## src/hw/rtl/lwf_pkg.sv

```systemverilog
// Shared types, constants and elaboration-time helpers for the local window
// fingerprint block. Depends on nothing; every other RTL file imports it.
`default_nettype none

package lwf_pkg;

  localparam int WIN_BITS          = 49;
  localparam int WIN_IDX_W         = $clog2(WIN_BITS);
  localparam int DEF_WINDOW_RADIUS = 3;
  localparam int NUM_ORIENT        = 8;
  localparam int CNT_W             = 4;
  localparam int HASH_W            = 32;
  localparam int TREE_FANIN        = 4;

  typedef logic [WIN_BITS-1:0] win_t;
  typedef logic [CNT_W-1:0]    cnt_t;
  typedef logic [HASH_W-1:0]   hash_t;

  localparam hash_t HASH_PRIME = 32'd312101;

  // Orientations that carry the axis point (0,d) onto the four axis directions.
  localparam int AXIS_ORIENT [4] = '{0, 2, 4, 5};

  // Control that travels alongside each request through the pipeline.
  typedef struct packed {
    logic valid;
    logic seen;
  } lwf_ctl_t;

  function automatic int num_counts(int radius);
    return 4 * radius * radius - 2 * radius;
  endfunction

  // Index of the first count that belongs to ring distance d.
  function automatic int ring_base(int d);
    return 4 * d * (d - 1) - 6 * (d - 1);
  endfunction

  function automatic int level_size(int n, int lvl);
    int s;
    s = n;
    for (int i = 0; i < lvl; i++) s = (s + TREE_FANIN - 1) / TREE_FANIN;
    return s;
  endfunction

  function automatic int tree_levels(int n);
    int s;
    int l;
    s = n;
    l = 0;
    while (s > 1) begin
      s = (s + TREE_FANIN - 1) / TREE_FANIN;
      l++;
    end
    return l;
  endfunction

  function automatic int level_offset(int n, int lvl);
    int off;
    off = 0;
    for (int i = 0; i < lvl; i++) off += level_size(n, i);
    return off;
  endfunction

  function automatic int tree_nodes(int n);
    return level_offset(n, tree_levels(n) + 1);
  endfunction

  // Count stage, product stage, then one register per adder tree level.
  function automatic int lwf_latency(int radius);
    return tree_levels(num_counts(radius)) + 2;
  endfunction

  function automatic hash_t pow_mod(int e);
    hash_t p;
    p = 32'd1;
    for (int i = 0; i < e; i++) p = p * HASH_PRIME;
    return p;
  endfunction

  function automatic int orient_row(int r, int c, int o);
    int a;
    a = ((o & 4) != 0) ? c : r;
    if ((o & 1) != 0) a = -a;
    return a;
  endfunction

  function automatic int orient_col(int r, int c, int o);
    int b;
    b = ((o & 4) != 0) ? r : c;
    if ((o & 2) != 0) b = -b;
    return b;
  endfunction

  // Composition f . g of two orientations.
  function automatic int compose(int f, int g);
    int v;
    v = g & 7;
    if ((f & 4) != 0) v = ((v & 1) << 1) | ((v & 2) >> 1) | ((v & 4) ^ 4);
    return (v ^ (f & 3)) & 7;
  endfunction

  // Offsets that fall outside the carried bits read as land.
  function automatic logic cell_bit(win_t win, int radius, int dr, int dc);
    int idx;
    idx = (dr + radius) * (2 * radius + 1) + (dc + radius);
    if (idx < 0 || idx >= WIN_BITS) return 1'b0;
    return win[idx[WIN_IDX_W-1:0]];
  endfunction

  function automatic cnt_t popcount8(logic [7:0] v);
    cnt_t n;
    n = '0;
    for (int i = 0; i < 8; i++) n = n + cnt_t'(v[i]);
    return n;
  endfunction

endpackage

`default_nettype wire

```

## src/hw/rtl/lwf_mismatch.sv

```systemverilog
// First pipeline stage: all mismatch counts of one window, registered.
// Depends on lwf_pkg for the orientation helpers and the control struct.
`default_nettype none

module lwf_mismatch import lwf_pkg::*; #(
  parameter int WINDOW_RADIUS = DEF_WINDOW_RADIUS,
  parameter int NUM_COUNTS    = num_counts(WINDOW_RADIUS)
) (
  input  logic      clk,
  input  logic      rst,
  input  logic      accept,
  input  win_t      water_window,
  input  logic      window_seen,
  output cnt_t      counts [NUM_COUNTS],
  output lwf_ctl_t  ctl
);

  cnt_t cnt_next [NUM_COUNTS];
  logic center;

  assign center = cell_bit(water_window, WINDOW_RADIUS, 0, 0);

  for (genvar d = 1; d <= WINDOW_RADIUS; d++) begin : g_ring
    localparam int BASE = ring_base(d);
    logic [3:0] diag_mis;
    logic [3:0] axis_mis;

    for (genvar o = 0; o < 4; o++) begin : g_pt
      assign diag_mis[o] = center ^ cell_bit(water_window, WINDOW_RADIUS,
                                             orient_row(d, d, o), orient_col(d, d, o));
      assign axis_mis[o] = center ^ cell_bit(water_window, WINDOW_RADIUS,
                                             orient_row(0, d, AXIS_ORIENT[o]),
                                             orient_col(0, d, AXIS_ORIENT[o]));
    end

    assign cnt_next[BASE]     = popcount8({4'b0, diag_mis});
    assign cnt_next[BASE + 1] = popcount8({4'b0, axis_mis});

    for (genvar k = 1; k < d; k++) begin : g_off
      localparam int KBASE = BASE + 2 + NUM_ORIENT * (k - 1);
      logic [NUM_ORIENT-1:0] w;

      for (genvar o = 0; o < NUM_ORIENT; o++) begin : g_img
        assign w[o] = cell_bit(water_window, WINDOW_RADIUS,
                               orient_row(d, k, o), orient_col(d, k, o));
      end

      assign cnt_next[KBASE] = popcount8(w ^ {NUM_ORIENT{center}});

      // Each relative orientation compares an image with its composed partner.
      for (genvar rel = 1; rel < NUM_ORIENT; rel++) begin : g_rel
        logic [NUM_ORIENT-1:0] mis;
        for (genvar o = 0; o < NUM_ORIENT; o++) begin : g_cmp
          assign mis[o] = w[o] ^ w[compose(o, rel)];
        end
        assign cnt_next[KBASE + rel] = popcount8(mis);
      end
    end
  end

  // An unseen window hashes to zero, so its counts are zeroed here.
  always_ff @(posedge clk) begin
    for (int j = 0; j < NUM_COUNTS; j++) begin
      counts[j] <= window_seen ? cnt_next[j] : '0;
    end
  end

  always_ff @(posedge clk) begin
    if (rst) begin
      ctl <= '0;
    end else begin
      ctl.valid <= accept;
      ctl.seen  <= window_seen;
    end
  end

endmodule

`default_nettype wire

```

## src/hw/rtl/local_window_fingerprint_top.sv

```systemverilog
// Pipeline: count stage, power product stage, then one register per adder tree
// level; three adder levels at radius 3.
// Throughput: one request per cycle; busy is always low.
// Reset clears only the control bits (valid and seen) of the pipeline; results cannot be stalled.
// Top level of the local window fingerprint block; depends on lwf_pkg and
// lwf_mismatch.
`default_nettype none

module local_window_fingerprint_top import lwf_pkg::*; #(
  parameter int WINDOW_RADIUS = DEF_WINDOW_RADIUS
) (
  input  logic        clk,
  input  logic        rst,
  input  logic        start,
  output logic        busy,
  input  logic [48:0] water_window,
  input  logic        window_seen,
  output logic        done,
  output logic [31:0] fingerprint,
  output logic        computed
);

  localparam int NUM_COUNTS = num_counts(WINDOW_RADIUS);
  localparam int LEVELS     = tree_levels(NUM_COUNTS);
  localparam int NODES      = tree_nodes(NUM_COUNTS);
  localparam int PIPE       = LEVELS + 1;

  cnt_t     counts [NUM_COUNTS];
  lwf_ctl_t cnt_ctl;
  lwf_ctl_t ctl [PIPE];
  hash_t    node [NODES];

  assign busy = 1'b0;

  lwf_mismatch #(
    .WINDOW_RADIUS(WINDOW_RADIUS),
    .NUM_COUNTS   (NUM_COUNTS)
  ) u_mismatch (
    .clk         (clk),
    .rst         (rst),
    .accept      (start && !busy),
    .water_window(water_window),
    .window_seen (window_seen),
    .counts      (counts),
    .ctl         (cnt_ctl)
  );

  // Horner folding unrolled: count j is weighted by prime^(N-1-j) mod 2^32.
  for (genvar j = 0; j < NUM_COUNTS; j++) begin : g_prod
    localparam hash_t WEIGHT = pow_mod(NUM_COUNTS - 1 - j);
    always_ff @(posedge clk) begin
      node[j] <= hash_t'(counts[j]) * WEIGHT;
    end
  end

  for (genvar l = 1; l <= LEVELS; l++) begin : g_lvl
    localparam int SRC_OFF  = level_offset(NUM_COUNTS, l - 1);
    localparam int SRC_SIZE = level_size(NUM_COUNTS, l - 1);
    localparam int DST_OFF  = level_offset(NUM_COUNTS, l);
    localparam int DST_SIZE = level_size(NUM_COUNTS, l);

    for (genvar i = 0; i < DST_SIZE; i++) begin : g_node
      hash_t part [TREE_FANIN];
      hash_t sum;

      for (genvar c = 0; c < TREE_FANIN; c++) begin : g_leg
        if (i * TREE_FANIN + c < SRC_SIZE) begin : g_used
          assign part[c] = node[SRC_OFF + i * TREE_FANIN + c];
        end else begin : g_pad
          assign part[c] = '0;
        end
      end

      always_comb begin
        sum = '0;
        for (int c = 0; c < TREE_FANIN; c++) sum = sum + part[c];
      end

      always_ff @(posedge clk) begin
        node[DST_OFF + i] <= sum;
      end
    end
  end

  always_ff @(posedge clk) begin
    if (rst) begin
      for (int i = 0; i < PIPE; i++) ctl[i] <= '0;
    end else begin
      ctl[0] <= cnt_ctl;
      for (int i = 1; i < PIPE; i++) ctl[i] <= ctl[i-1];
    end
  end

  assign done        = ctl[PIPE-1].valid;
  assign computed    = ctl[PIPE-1].seen;
  assign fingerprint = node[NODES-1];

endmodule

`default_nettype wire

```

## config.mk

```make
export PLATFORM = sky130hd
export DESIGN_NAME = local_window_fingerprint_top
export DESIGN_NICKNAME = d
export VERILOG_FILES = /design/src/hw/rtl/lwf_pkg.sv /design/src/hw/rtl/lwf_mismatch.sv /design/src/hw/rtl/local_window_fingerprint_top.sv
export SDC_FILE = /design/constraint.sdc
export NUM_CORES = 2
export LEC_CHECK = 0
export ABC_CLOCK_PERIOD_IN_PS = 6200
export BUFFER_PORTS_ARGS = -buffer_cell sky130_fd_sc_hd__buf_2
export CAP_MARGIN = 20
export CORE_AREA = 3 3 409 411
export DETAILED_ROUTE_END_ITERATION = 8
export DIE_AREA = 0 0 412 414
export PLACE_DENSITY = 0.67
export SLEW_MARGIN = 10
export SYNTH_ARGS = -nofsm -noshare
export SYNTH_HDL_FRONTEND = slang
export SYNTH_SLANG_ARGS = --single-unit
```

## constraint.sdc

```tcl
create_clock -name clk -period 6.2 [get_ports clk]
set_input_delay 1.24 -clock clk [delete_from_list [all_inputs] [get_ports clk]]
set_output_delay 1.24 -clock clk [all_outputs]
set_load 0.1 [all_outputs]
```

Word level (Yosys, flattened, before mapping) --
Memory sizes are Yosys's and may differ from the RTL's. Index checks and enable logic that the tools add are counted. W data, S select, Z words.
Storage, ports and cells: RAM bits 1320, word-level logic and storage cells 400, bits in read-only memories 0, memories 2, bits in latches 0, output and inout port bits 35, register bits after elaboration 122
Operators by class: multiplexer cells 7, equal/unequal tests 0, $lt $le $gt $ge 0, divide/modulo/power cells 0, shift-type cells 0, reductions and logical operators 0, $mul 29, $add $sub $neg 215, bitwise logic cells 115
Memory list:
- node | words 41, bits a word 32, read ports 41, clocked after Yosys merged registers in 0, write ports 41, RTL line local_window_fingerprint_top.sv:31 | hash_t node [NODES];
- ctl | words 4, bits a word 2, read ports 4, clocked after Yosys merged registers in 0, write ports 4, RTL line local_window_fingerprint_top.sv:30 | lwf_ctl_t ctl [PIPE];
Operator list (number):
- $add A32 B32 Y32 | 29
- $add A4 B1 Y4 | 156
- $mul A4 B32 Y32 const B | 14
- $mul A4 B29 Y32 const B | 5
- $mul A4 B31 Y32 const B | 5
- $xor A1 B1 Y1 | 108
- $add A1 B1 Y2 | 30
- $mul A4 B28 Y32 const B | 1
- $mul A4 B30 Y32 const B | 1
- $mul A4 B26 Y30 const B | 1
- $mul A4 B25 Y29 const B | 1
- $xor A8 B8 Y8 | 3
- $mul A4 B19 Y23 const B | 1
- $mux W2 | 4
- $or A1 B1 Y1 | 4
- $mux W1 | 3

Depth between registers and ports, before layout --
depth after elaboration 8, depth in mapped cells 16, mapped depth without buffers 16

Hierarchy --
A second synthesis with hierarchy kept.
Second synthesis, totals: cell total of the unflattened synthesis 10117, area, all modules 96120.9 um^2
Modules (own cells, without submodules):
- local_window_fingerprint_top | area each 89452.0 um^2, times used 1, cells an instance 9496, sequential area each 24563.6 um^2
- lwf_mismatch | area each 6668.9 um^2, times used 1, cells an instance 621, sequential area each 1941.9 um^2

Worst setup path before layout --
No wires, ideal clock.
path type input to register, start point input port water_window[24], end point register u_mismatch.counts[29] (netlist bit), path slack 1.447 ns, cell stages on the path 11, arrival time 4.687 ns, cells stage by stage clkbuf_1 > clkbuf_1 > clkbuf_1 > xor2_1 > ha_1 > fa_1 > fa_1 > fa_1 > inv_1 > fa_1 > nor2b_1
On the way: longest elaborated chain between the ends 8
RTL lines:
- from (decl) | RTL line local_window_fingerprint_top.sv:16 | input logic [48:0] water_window,
- $xor A8 B8 Y8 (*) | RTL line lwf_mismatch.sv:48 | assign cnt_next[KBASE] = popcount8(w ^ {NUM_ORIENT{center}});
- $add A1 B1 Y2 | RTL line lwf_pkg.sv:114 | for (int i = 0; i < 8; i++) n = n + cnt_t'(v[i]);
- $add A4 B1 Y4 (5 in series) | RTL line lwf_pkg.sv:114
- $add A4 B1 Y4 (*) | RTL line lwf_pkg.sv:114
- to (signal, indexed assignment) | RTL line lwf_mismatch.sv:64 | counts[j] <= window_seen ? cnt_next[j] : '0;
- to (decl) | RTL line lwf_mismatch.sv:14 | output cnt_t counts [NUM_COUNTS],
Mark *: on every way between the ends. The rest lies on a longest branch, timed or not. A chain may end at the register's enable or synchronous reset.

==> flow_summary.toml <==
[worst_setup_path]
worstPathArrival_ns = 5.09
required_ns = 6.90
slowest_stage = "fa_1"
critPathKind = "flip-flop to flip-flop"
crit_fanout = 4
max_stage_delay_ns = 0.53
cp-end-kind = "flip-flop"
critPathLaunchType = "flip-flop"
crit_chain = "inv_1 -> fa_1 -> inv_1 -> fa_1 -> ha_1 -> fa_1 -> a21oi_1 -> o21a_1 -> o21ai_0 -> a221oi_1 -> o2111ai_1 -> nand3_1 -> nand3b_1 -> a221oi_1 -> xnor2_1"
path_common_cell = "fa_1"

[grt]
grt_max_degree = 98
grt_pass1_vias = 60976
grt_overflow = 0
antenna_found_initial = 29
grt_pass1_wl_um = 345000
global_route.usage.total = 0.259

[clock_tree]
clk_pin_slew_worst_paths_ns = 0.06
postCtsHoldBufs = 0
h-tree-depth = 4
clkLatencyLatePin_ns = 0.79
clock_sinks = 1270
cts_tree = "yes"
ctsResizeCount = 0
cts_buffers = 144
cts_root_buf = "clkbuf_16"
clock_path_buffers = 3
postCtsSetupRepairBufs = 0

[route]
via_per_inst = 5.25
ant_nets = 0
vias = 60719
dr.pass1.iters = 6
wirelength_um = 221000
routedWlPerCell_um = 19.1
drc = 0
first_iter_violations = 4626

[floorplan]
boundaryPins = 88
die_y_um = 414
die_area_um2 = 171000
initial_utilization = 0.528
rows = 149
chipWidth_um = 412
core_um2 = 164000

[synthesis]
avgSynthCellArea_um2 = 9.50
ys.flop_type = "dfxtp_1"
synth-simple-area-share = 0.0839
synth_mux_area_frac = 0.00179
ys_types = 100
synth_compound_area_frac = 0.124
synth_top_family_by_area = "adder cells"
synth_warnings = 0
synth-xor-area-share = 0.0983
synth.cell_area_um2 = 86900
synthCells = 9142
synth_fa_ha_area_frac = 0.313
ys_seq_area_frac = 0.293
synth-edff-count = 0
ys_async_sr_fraction = 0
ys_ff_latch = 1270

[timing]
rsz0062_at_grt = "false"
worst_pin_slew_ns = 1.02
fmax_mhz = 228
setup_viol = 0
tns_ns = 0
skew_ns = 0.0294
slew_headroom = 0.318
final_max_slew_viol_count = 0
final-hold-violation-count = 0
fin_crit_sh = 0.708
fin_crit_ns = 4.39

[placed_design]
place.port_buffers = 86
dp_hpwl_um = 185000
gp_congestion = 0.949

[cells_and_area]
multi_input_area_um2 = 54100
fill_cells = 14453
syn_to_final_growth_pct = 8.81
layout.area.seq_um2 = 25400
drive_above_1_share = 0.0470
final_nets = 11088

[hold_path]
hp-class = "flip-flop to flip-flop"

[job]
cap_violations = 0

[status]
status = "finished, final reports clean"
[layout make-up]
| class | count | share of cell area |
|---|---|---|
| well taps | 2189 | 0.0290 |
| clock inverters | 78 | 0.00872 |
| multi-input cells | 5927 | 0.573 |
| flip-flops and latches | 1270 | 0.269 |
| diodes | 2 | 0.0000529 |
| repair buffers | 95 | 0.00532 |
| inverters | 1825 | 0.0725 |
| clock buffers | 183 | 0.0428 |
[placed cells by master (no fill, tap or decap), drive strengths merged, types with 15 or more instances in the layout]
cell      netlist  routed
inv          1825    1838
dfxtp        1270    1270
ha           1103    1103
fa            669     669
xnor2         619     619
a21oi         507     507
nand2         361     361
xor2          356     356
nor2          343     343
o21ai         260     260
a21o          258     258
clkbuf        157     183
nand3         135     135
nor2b         121     121
and2          119     119
a31oi         105     105
o21bai         98      98
buf            10      95
nor3           89      89
nand2b         73      73
and3           72      72
o21a           71      71
conb            2      49
a211oi         40      40
clkinv          0      40
nand4          38      38
o211ai         34      34
or2            30      30
o31ai          30      30
a41oi          25      25
a31o           23      23
or3            22      22
and4           22      22
a21boi         22      22
a211o          20      20
a221oi         19      19
o311ai         17      17
clkinvlp        0      15
[final timing paths]
path                          endpoint                             from  slack, ns  cells after the start
hold / removal    node[1][417]$_DFF_P_  u_mismatch.counts[1]$_SDFF_PN0_       0.33                      0
hold reg to reg   node[1][417]$_DFF_P_  u_mismatch.counts[1]$_SDFF_PN0_       0.33                      0
setup / recovery  node[2][253]$_DFF_P_             node[2][129]$_DFF_P_       1.81                     15
setup reg to reg  node[2][253]$_DFF_P_             node[2][129]$_DFF_P_       1.81                     15
[critical path: cells and delay by family, from the launching register on]
family / cells / cell delay (ns)
compound gates: 6 / 1.78
fa+ha+maj: 4 / 1.64
simple gates: 2 / 0.32
flops: 1 / 0.30
xor+xnor: 1 / 0.17
buf+inv: 2 / 0.10
[sequential cells by signal, summed over array words and instances (netlist names)]
name	flops
node	1161
u_mismatch.counts	99
u_mismatch.ctl	2
ctl	8
[through the flow]
step	hold slack, ns	cell area [um2]	setup WS (ns)	util	cells
6_report	0.328	94500	1.81	0.575	11569
2_1_floorplan	0.310	87100	1.45	-	9189
5_1_grt	0.335	94500	1.46	0.575	11568
3_5_place_dp	0.319	89700	1.62	0.545	11306
3_3_place_gp	0.315	89700	1.63	0.545	11306
4_1_cts	0.333	94500	1.86	0.575	11567
[per-layer routing]
metal / up-vias / wire length (um) / track usage
li1: 29677 / - / -
met1: 29295 / 106000 / 0.383
met2: 1466 / 97000 / 0.401
met3: 281 / 12400 / 0.0339
met4: 0 / 5380 / 0.0652
met5: - / 0 / 0
[synth_stat cells (121+ instances only)]
library cell	number	share of area
a21oi_1	505	0.029
nor2b_1	121	0.0087
a21o_1	255	0.022
clkbuf_1	156	0.0067
ha_1	1103	0.16
xor2_1	356	0.036
nand2_1	361	0.016
dfxtp_1	1270	0.29
nand3_1	135	0.0078
nor2_1	343	0.015
o21ai_0	250	0.014
xnor2_1	619	0.062
fa_1	669	0.15
inv_1	1825	0.079
[logic make-up after synthesis]
kind of cell             count (synthesis)
other                                    2
adder cells (fa/ha/maj)               1772
flip-flops                            1270
AND/OR/NAND/NOR                       1470
AO/OA/AOI/OAI                         1646
multiplexers                            15
buffers and inverters                 1992
XOR/XNOR                               975
Power is left out: the tool's default activity adds up to more than one toggle a clock period on the data nets, which glitch-free logic cannot reach.
